### src/design/splitmix64_byte_generator_core_assert.svh
// ----------------------------------------------------------------------------
// splitmix64 byte generator assertion macros
// Shared concurrent assertion helpers, clocked on clk_i, idle during reset.
// ----------------------------------------------------------------------------
`ifndef SPLITMIX64_BYTE_GENERATOR_CORE_ASSERT_SVH
`define SPLITMIX64_BYTE_GENERATOR_CORE_ASSERT_SVH

`ifndef SYNTH
// same-cycle implication
`define SM_ASSERT_IMP(lbl, ante, cons, msg) \
  lbl: assert property (@(posedge clk_i) disable iff (!rst_ni) (ante) |-> (cons)) \
    else $error(msg);
// next-cycle implication
`define SM_ASSERT_NXT(lbl, ante, cons, msg) \
  lbl: assert property (@(posedge clk_i) disable iff (!rst_ni) (ante) |=> (cons)) \
    else $error(msg);
`else
`define SM_ASSERT_IMP(lbl, ante, cons, msg)
`define SM_ASSERT_NXT(lbl, ante, cons, msg)
`endif

`endif

### src/design/sm64_pkg.sv
// ----------------------------------------------------------------------------
// sm64_pkg
// Constants, codes and sequencer states of the splitmix64 byte generator.
// ----------------------------------------------------------------------------
package sm64_pkg;

  localparam int unsigned BYTES_PER_WORD = 8;
  localparam int unsigned WORD_W         = 8 * BYTES_PER_WORD;
  localparam int unsigned CNT_W          = 4;
  localparam int unsigned IDX_W          = $clog2(BYTES_PER_WORD);
  localparam int unsigned CFG_IDX_W      = 2;
  localparam int unsigned HALF_W         = WORD_W / 2;

  localparam logic [WORD_W-1:0] GOLDEN_GAMMA  = 64'h9E37_79B9_7F4A_7C15;
  localparam logic [WORD_W-1:0] MIX_MUL_A     = 64'hBF58_476D_1CE4_E5B9;
  localparam logic [WORD_W-1:0] MIX_MUL_B     = 64'h94D0_49BB_1331_11EB;
  localparam logic [WORD_W-1:0] ZERO_SEED_SUB = 64'hCAFE_BABE_1234_5678;

  localparam int unsigned SHIFT_1 = 30;
  localparam int unsigned SHIFT_2 = 27;
  localparam int unsigned SHIFT_3 = 31;

  // register indexes
  localparam logic [CFG_IDX_W-1:0] REG_SEED = 2'd0;
  localparam logic [CFG_IDX_W-1:0] REG_TIER = 2'd1;

  // word source codes
  localparam logic [1:0] SRC_SOFT = 2'd0;
  localparam logic [1:0] SRC_RAND = 2'd1;
  localparam logic [1:0] SRC_SEED = 2'd2;

  // partial product steps of one 64-bit multiply
  localparam logic [1:0] STEP_LL = 2'd0;
  localparam logic [1:0] STEP_LH = 2'd1;
  localparam logic [1:0] STEP_HL = 2'd2;

  typedef enum logic [2:0] {
    ST_IDLE,
    ST_XS1,
    ST_MUL1,
    ST_XS2,
    ST_MUL2,
    ST_FIN,
    ST_EMIT
  } state_e;

endpackage

### src/design/splitmix64_byte_generator_core.sv
// A hardware-source word shows its first byte in the cycle after the input transfer; a mixer
// word first passes XS1, MUL1, XS2, MUL2 and FIN (two 64-bit products, three passes each of one
// 32x32 multiplier). One byte per cycle goes out while out_stall_i is low; the next request is
// taken the cycle after the last byte; zero-byte requests are taken in idle and emit no bytes.
// Reset (async, active low): idle, tier 0, mixer state 0xCAFEBABE12345678.
// ----------------------------------------------------------------------------
// splitmix64 byte generator core
// Draws one 64-bit word per nonzero request from seed source, rand source or the
// splitmix64 mixer and emits its low bytes one per output transfer.
// ----------------------------------------------------------------------------
`include "splitmix64_byte_generator_core_assert.svh"

module splitmix64_byte_generator_core
  import sm64_pkg::*;
(
  input  logic                 clk_i,
  input  logic                 rst_ni,
  // configuration write port
  input  logic                 cfg_we_i,
  input  logic [CFG_IDX_W-1:0] cfg_idx_i,
  input  logic [WORD_W-1:0]    cfg_wdata_i,
  // request channel
  input  logic                 in_valid_i,
  output logic                 in_stall_o,
  input  logic [CNT_W-1:0]     byte_count_i,
  input  logic [WORD_W-1:0]    seed_sample_i,
  input  logic                 seed_ok_i,
  input  logic [WORD_W-1:0]    rand_sample_i,
  input  logic                 rand_ok_i,
  // byte channel
  output logic                 out_valid_o,
  input  logic                 out_stall_i,
  output logic [7:0]           out_byte_o,
  output logic                 last_byte_o,
  output logic [1:0]           word_source_o
);

  state_e              state_q, state_d;
  logic [1:0]          step_q;
  logic [1:0]          tier_q;
  logic [WORD_W-1:0]   mix_state_q;
  logic [WORD_W-1:0]   z_q;
  logic [WORD_W-1:0]   acc_q, acc_d;
  logic [WORD_W-1:0]   word_q;
  logic [CNT_W-1:0]    count_q;
  logic [IDX_W-1:0]    idx_q;
  logic [1:0]          src_q;

  logic                in_xfer, out_xfer;
  logic                count_nz;
  logic [CNT_W-1:0]    count_sat;
  logic                use_seed, use_rand;
  logic                soft_draw;
  logic                is_last;
  logic [HALF_W-1:0]   mul_a, mul_b;
  logic [WORD_W-1:0]   mul_p;
  logic [WORD_W-1:0]   mul_k;

  // request decode
  assign in_xfer   = in_valid_i && !in_stall_o;
  assign out_xfer  = out_valid_o && !out_stall_i;
  assign count_nz  = byte_count_i != '0;
  assign count_sat = (byte_count_i > CNT_W'(BYTES_PER_WORD)) ? CNT_W'(BYTES_PER_WORD)
                                                             : byte_count_i;
  assign use_seed  = tier_q[1] && seed_ok_i;
  assign use_rand  = !use_seed && (tier_q != 2'd0) && rand_ok_i;
  assign soft_draw = in_xfer && count_nz && !use_seed && !use_rand;
  assign is_last   = ({1'b0, idx_q} + CNT_W'(1)) == count_q;

  // shared 32x32 multiplier, one partial product per step
  assign mul_k = (state_q == ST_MUL1) ? MIX_MUL_A : MIX_MUL_B;
  assign mul_a = (step_q == STEP_HL) ? z_q[WORD_W-1:HALF_W] : z_q[HALF_W-1:0];
  assign mul_b = (step_q == STEP_LH) ? mul_k[WORD_W-1:HALF_W] : mul_k[HALF_W-1:0];
  assign mul_p = WORD_W'(mul_a) * WORD_W'(mul_b);

  always_comb begin
    if (step_q == STEP_LL) begin
      acc_d = mul_p;
    end else begin
      acc_d = acc_q + {mul_p[HALF_W-1:0], {HALF_W{1'b0}}};
    end
  end

  // next state
  always_comb begin
    state_d = state_q;
    case (state_q)
      ST_IDLE: begin
        if (in_xfer && count_nz) begin
          state_d = (use_seed || use_rand) ? ST_EMIT : ST_XS1;
        end
      end
      ST_XS1:  state_d = ST_MUL1;
      ST_MUL1: if (step_q == STEP_HL) state_d = ST_XS2;
      ST_XS2:  state_d = ST_MUL2;
      ST_MUL2: if (step_q == STEP_HL) state_d = ST_FIN;
      ST_FIN:  state_d = ST_EMIT;
      ST_EMIT: if (out_xfer && is_last) state_d = ST_IDLE;
      default: state_d = ST_IDLE;
    endcase
  end

  // handshake outputs
  always_comb begin
    in_stall_o    = (state_q != ST_IDLE);
    out_valid_o   = (state_q == ST_EMIT);
    out_byte_o    = word_q[7:0];
    last_byte_o   = is_last;
    word_source_o = src_q;
  end

  // control registers
  always_ff @(posedge clk_i or negedge rst_ni) begin
    if (!rst_ni) begin
      state_q     <= ST_IDLE;
      step_q      <= STEP_LL;
      tier_q      <= 2'd0;
      mix_state_q <= ZERO_SEED_SUB;
    end else begin
      state_q <= state_d;
      if ((state_q == ST_MUL1 || state_q == ST_MUL2) && step_q != STEP_HL) begin
        step_q <= step_q + 2'd1;
      end else begin
        step_q <= STEP_LL;
      end
      if (cfg_we_i && cfg_idx_i == REG_TIER) begin
        tier_q <= cfg_wdata_i[1:0];
      end
      if (cfg_we_i && cfg_idx_i == REG_SEED) begin
        mix_state_q <= (cfg_wdata_i == '0) ? ZERO_SEED_SUB : cfg_wdata_i;
      end else if (soft_draw) begin
        mix_state_q <= mix_state_q + GOLDEN_GAMMA;
      end
    end
  end

  // datapath registers
  always_ff @(posedge clk_i) begin
    case (state_q)
      ST_IDLE: begin
        if (in_xfer) begin
          count_q <= count_sat;
          idx_q   <= '0;
          if (use_seed) begin
            word_q <= seed_sample_i;
            src_q  <= SRC_SEED;
          end else if (use_rand) begin
            word_q <= rand_sample_i;
            src_q  <= SRC_RAND;
          end else begin
            src_q  <= SRC_SOFT;
          end
        end
      end
      ST_XS1:  z_q <= mix_state_q ^ (mix_state_q >> SHIFT_1);
      ST_MUL1: acc_q <= acc_d;
      ST_XS2:  z_q <= acc_q ^ (acc_q >> SHIFT_2);
      ST_MUL2: acc_q <= acc_d;
      ST_FIN:  word_q <= acc_q ^ (acc_q >> SHIFT_3);
      ST_EMIT: begin
        if (out_xfer) begin
          word_q <= word_q >> 8;
          idx_q  <= idx_q + IDX_W'(1);
        end
      end
      default: ;
    endcase
  end

  // checks
  `SM_ASSERT_NXT(a_more_bytes, out_xfer && !last_byte_o, out_valid_o, "byte stream broke early")
  `SM_ASSERT_NXT(a_back_idle, out_xfer && last_byte_o, !out_valid_o && !in_stall_o, "no return to idle")
  `SM_ASSERT_IMP(a_idx_range, out_valid_o, ({1'b0, idx_q} < count_q), "byte index past count")
  `SM_ASSERT_NXT(a_mix_hold, !cfg_we_i && !soft_draw, $stable(mix_state_q), "mixer state moved")
  `SM_ASSERT_IMP(a_step_range, 1'b1, step_q != 2'd3, "multiply step out of range")

endmodule
### config.mk
export PLATFORM = sky130hd
export DESIGN_NAME = splitmix64_byte_generator_core
export DESIGN_NICKNAME = d
export VERILOG_FILES = /design/src/design/sm64_pkg.sv /design/src/design/splitmix64_byte_generator_core.sv
export VERILOG_INCLUDE_DIRS = /design/src /design/src/design
export SDC_FILE = /design/constraint.sdc
export NUM_CORES = 2
export LEC_CHECK = 0
export BUFFER_PORTS_ARGS = -buffer_cell sky130_fd_sc_hd__buf_2
export CORE_MARGIN = 2
export CORE_UTILIZATION = 50
export CTS_CLUSTER_SIZE = 24
export DETAILED_ROUTE_END_ITERATION = 10
export HOLD_SLACK_MARGIN = 0.05
export PLACE_DENSITY = 0.67
export SETUP_SLACK_MARGIN = 0.2
export SLEW_MARGIN = 15
export SYNTH_ARGS = -nofsm -noshare
export SYNTH_HDL_FRONTEND = slang
export SYNTH_SLANG_ARGS = --single-unit
### constraint.sdc
create_clock -name clk_i -period 13.14 [get_ports clk_i]
set_input_delay 1.314 -clock clk_i [delete_from_list [all_inputs] [get_ports clk_i]]
set_output_delay 1.314 -clock clk_i [all_outputs]
set_load 0.1 [all_outputs]
[After elaboration in Yosys (flattened, before gate mapping)]
Cells that the tools add are included.
W data, S select, Z words.
Cells by class
  add/subtract/negate cells: 5
  multiply operators: 1
  magnitude comparators: 1
  eq/ne operators: 18
  multiplexer cells: 24
  bitwise gates (word level): 3
  reduce and logical (&&, ||, !) cells: 34
Operators by type and width (count)
  $mux W64: 8
  $pmux W64 S3: 1
  $pmux W64 S2: 1
  $add A64 B64 Y64: 1
  $add A64 B64 Y64 const B: 1
  $logic_not A64 Y1: 1
  $mul A32 B32 Y64: 1
  $mux W32: 2
  $xor A64 B33 Y64: 1
  $xor A64 B34 Y64: 1
  $xor A64 B37 Y64: 1
  $mux W62: 1
  $mux W3: 7
  $pmux W3 S7: 1
  $logic_and A1 B1 Y1: 12
  $eq A3 B3 Y1 const B: 3
  $ne A2 B2 Y1 const B: 4
  $reduce_and A4 Y1: 2
  $reduce_bool A2 Y1: 4
  $eq A3 B2 Y1 const B: 2
  $ne A2 B1 Y1 const B: 3
  $pmux W3 S2: 1
  $reduce_bool A3 Y1: 2
  $add A3 B1 Y4 const B: 1
  18 further kinds: 24
Word-level totals
  register bits: 272
  input bits: 205
  output and inout bits: 13

[Depth between registers and ports, before layout]
  depth in word-level cells: 8
  depth in mapped cells: 41

[Least setup slack after synthesis]
Ideal clock, no wire load.
  kind: register to register
  start point: register state_q[1]
  end point: register acc_q[63] (data pin)
  arrival: 9708 ps
  path slack: 3258 ps
  cell stages (with the launch flop): 39
  buffers on the path: 5
  period minus slack after synthesis: 9882 ps
  cell sequence: dfrtp_1 > clkbuf_1 > or3b_2 > inv_1 > clkbuf_1 > buf_1 > ha_1 > clkbuf_1 > and2_1 > fa_1 > fa_1 > fa_1 > inv_1 > fa_1 > inv_1 > fa_1 > inv_1 > fa_1 > [3 not listed] > ha_1 > clkbuf_1 > nand2_1 > nor2_1 > a221oi_1 > nand2_1 > a41o_1 > a21oi_1 > xnor2_1 > ha_1 > and3_1 > a31oi_1 > nand3_1 > o211ai_1 > a31oi_1 > and2_1 > mux2_2 > a311oi_1
Between the ends
  word-level cells in the longest chain between the ends: 6
RTL lines
  start, declared: line splitmix64_byte_generator_core.sv:38  | state_e state_q, state_d;
  start signal, assigned: line splitmix64_byte_generator_core.sv:120  | state_q <= state_d;
  $eq A3 B2 Y1 *: line splitmix64_byte_generator_core.sv:71  | assign mul_k = (state_q == ST_MUL1) ? MIX_MUL_A : MIX_MUL_B;
  $mux W62 *: line splitmix64_byte_generator_core.sv:71
  $mux W32 *: line splitmix64_byte_generator_core.sv:73  | assign mul_b = (step_q == STEP_LH) ? mul_k[WORD_W-1:HALF_W] : mul_k[HALF_W-1:0];
  $mul A32 B32 Y64 *: line splitmix64_byte_generator_core.sv:74  | assign mul_p = WORD_W'(mul_a) * WORD_W'(mul_b);
  $add A64 B64 Y64: line splitmix64_byte_generator_core.sv:80  | acc_d = acc_q + {mul_p[HALF_W-1:0], {HALF_W{1'b0}}};
  $mux W64 *: line splitmix64_byte_generator_core.sv:77  | if (step_q == STEP_LL) begin
  via acc_d[63]: line splitmix64_byte_generator_core.sv:43  | logic [WORD_W-1:0] acc_q, acc_d;
  end signal, assigned: line splitmix64_byte_generator_core.sv:156  | ST_MUL1: acc_q <= acc_d;
  end signal, assigned: line splitmix64_byte_generator_core.sv:158  | ST_MUL2: acc_q <= acc_d;
  end, declared: line splitmix64_byte_generator_core.sv:43
The timed path passes the listed nets; every way through them passes the cells marked *.
A chain may end at the register's enable or synchronous reset.

[Worst setup path in the final report]
  start point: register state_q[0]
  end point: register acc_q[63] (data pin)
Same word-level chain as after synthesis.

==> results.cfg <==
[critical_path]
crit_family = adder cells
crit_buf_inv = 5
endpoint_kind = register
cp_max_fo = 25
cp_common_cell = fa_1
critPathSlowestCell = ha_1
crit_required_ns = 13.53
cp.arrival_ns = 11.94
crit_type = register to register
cpPeakStageDelay_ns = 1.04
start_kind = register

[logic_synthesis]
synth_nets = 5992
synth_cell_type_count = 83
ys.flop_type = edfxtp_1
synth_warnings = 0
syn_avg_cell_area_um2 = 9.89
synth-edff-count = 201
async_reset_ff_share_pct = 26.1
synth_area_um2 = 45400
yosysSeqAreaShare_pct = 17.3
syn_inst = 4590
synth-seq-cells = 272

[sta]
finalHoldViolations = 0
worst_pin_slew_ns = 1.18
setup_viol = 0
max_clock_freq_mhz = 86.6
grt_setup_unrepaired = no
relSlewSlack_pct = 21.0
min_period_over_period_pct = 87.9
setup_tns_ns = 0
fin_ws_ns = 1.59
clock_skew_ns = 0.0100
slew_violations = 0
period_needed_ns = 11.55

[floorplanning]
std_cell_rows = 110
die_area_um2 = 93200
initial_utilization_pct = 50.4
ios = 218
coreArea_um2 = 90000
fp.dieH_um = 305
die_w_um = 305

[flow_run]
max-cap-violations = 0

[layout]
diodes = 0
regArea_um2 = 7860
final_common_cell = inv_1
drive_gt1_share_pct = 9.36
fin_nets = 6113
n_fill_cell = 8199
layout_common_cells = inv_1, fa_1, nor2_1
area_growth_syn_to_layout_pct = 6.89
multiInputGateArea_um2 = 33400

[clocking]
cts_resized = 0
cts.path.max_buffers = 3
cts_root_buf = clkbuf_16
cts_htree_levels = 1
cts_inserted_buffers = 26
cts_hold_buf = 0
cts_tree = done
numClockSinks = 272
clk_pin_slew_ns = 0.07
postCtsSetupRepairBufs = 0
clock_latency_ns = 0.57

[placement]
dpl_worst_slack_ns = 1.99
io_buffer_count = 217
gp_congestion = 1.03
dpl.hpwl_um = 130000

[routing]
wl_per_cell_um = 25.9
firstDrtPassIters = 6
drt_wl_total_um = 153000
viasPerCell = 5.83
ant_nets = 0
drc_errors = 0
vias = 34400
drt-initial-drc-count = 3837

[global_route]
grt-ovfl-total = 0
grt_pass1_wl_um = 228000
grt_max_degree = 96
grt.total_usage_pct = 33.2
antenna_found_initial = 4
first_global_vias = 35300

[hold_path]
hold_class = register to register

[outcome]
outcome = completed
==> state kept, by name, summed over array words and instances, names as in the netlist, 3 cells and up <==
name,count
acc_q,64
count_q,4
idx_q,3
word_q,64
state_q,3
z_q,64
mix_state_q,64
==> stage by stage <==
stage                     util [%]  hold slack [ns]  instance area [um^2]  instances
final                         53.9            0.484                 48500       5907
after global routing          53.9            0.492                 48500       5907
after CTS                     53.9            0.485                 48500       5907
after detailed placement      52.9            0.475                 47700       5859
after global placement        52.9            0.461                 47700       5859
after floorplan                  -            0.438                 45400       4590
==> Yosys cell counts (all sizes together), types with 36 or more instances <==
cell type  number  area, um^2
nand2         246         926
nor2          382        1430
o21ai         206        1030
dfrtp          36         901
mux2i          85         851
nand3          38         190
inv           922        3460
mux2           55         619
a21oi         210        1050
xnor2         123        1080
nand2b         49         307
xor2          141        1230
fa            827       16600
and2           77         482
clkbuf        147         552
ha            370        4630
edfxtp        201        6040
a22oi          56         420
==> worst reg2reg max path, delay by kind of cell (launching register included) <==
family                   cells  cell delay, ns
flip-flops                   1            0.49
buffers and inverters        5            0.72
adder cells (fa/ha/maj)     11            5.40
AND/OR/NAND/NOR              7            1.68
AO/OA/AOI/OAI                9            2.24
multiplexers                 1            0.25
XOR/XNOR                     1            0.59
==> area by class of cell <==
cell class	count	share of cell area, %
clock inverter	19	0.328
clock buffer	29	1.41
timing repair buffer	264	2.99
multi-input combinational	3211	68.8
inverter	936	7.25
sequential	272	16.2
tap	1176	3.03
==> metal layers <==
layer	GRT usage, %	part of all wire, %	vias to the layer above
met3	7.51	11	325
met2	49.8	44	1893
met5	0	0.020	-
li1	-	-	14800
met4	12.3	4.6	4
met1	47.3	41	17400
==> final timing paths <==
path / from / endpoint / slack (ns) / depth (start not counted)
worst min-delay path: step_q[0] / step_q[0] / 0.48 / 1
worst min register to register: step_q[0] / step_q[0] / 0.48 / 1
worst max-delay path: state_q[0] / acc_q[63] / 1.59 / 34
min in group asynchronous: rst_ni / tier_q[0] / 0.98 / 2
max in group asynchronous: rst_ni / mix_state_q[58] / 11.55 / 2
worst max register to register: state_q[0] / acc_q[63] / 1.59 / 34
==> logic make-up after synthesis <==
family | synth area share (%)
fa+ha+maj | 46.7
xor+xnor | 5.10
mux | 3.24
flops | 17.3
buf+inv | 9.24
compound gates | 8.76
simple gates | 9.66
Power is not shown: default switching activity piles up to over one toggle a cycle in this logic, so the estimate is an artifact.
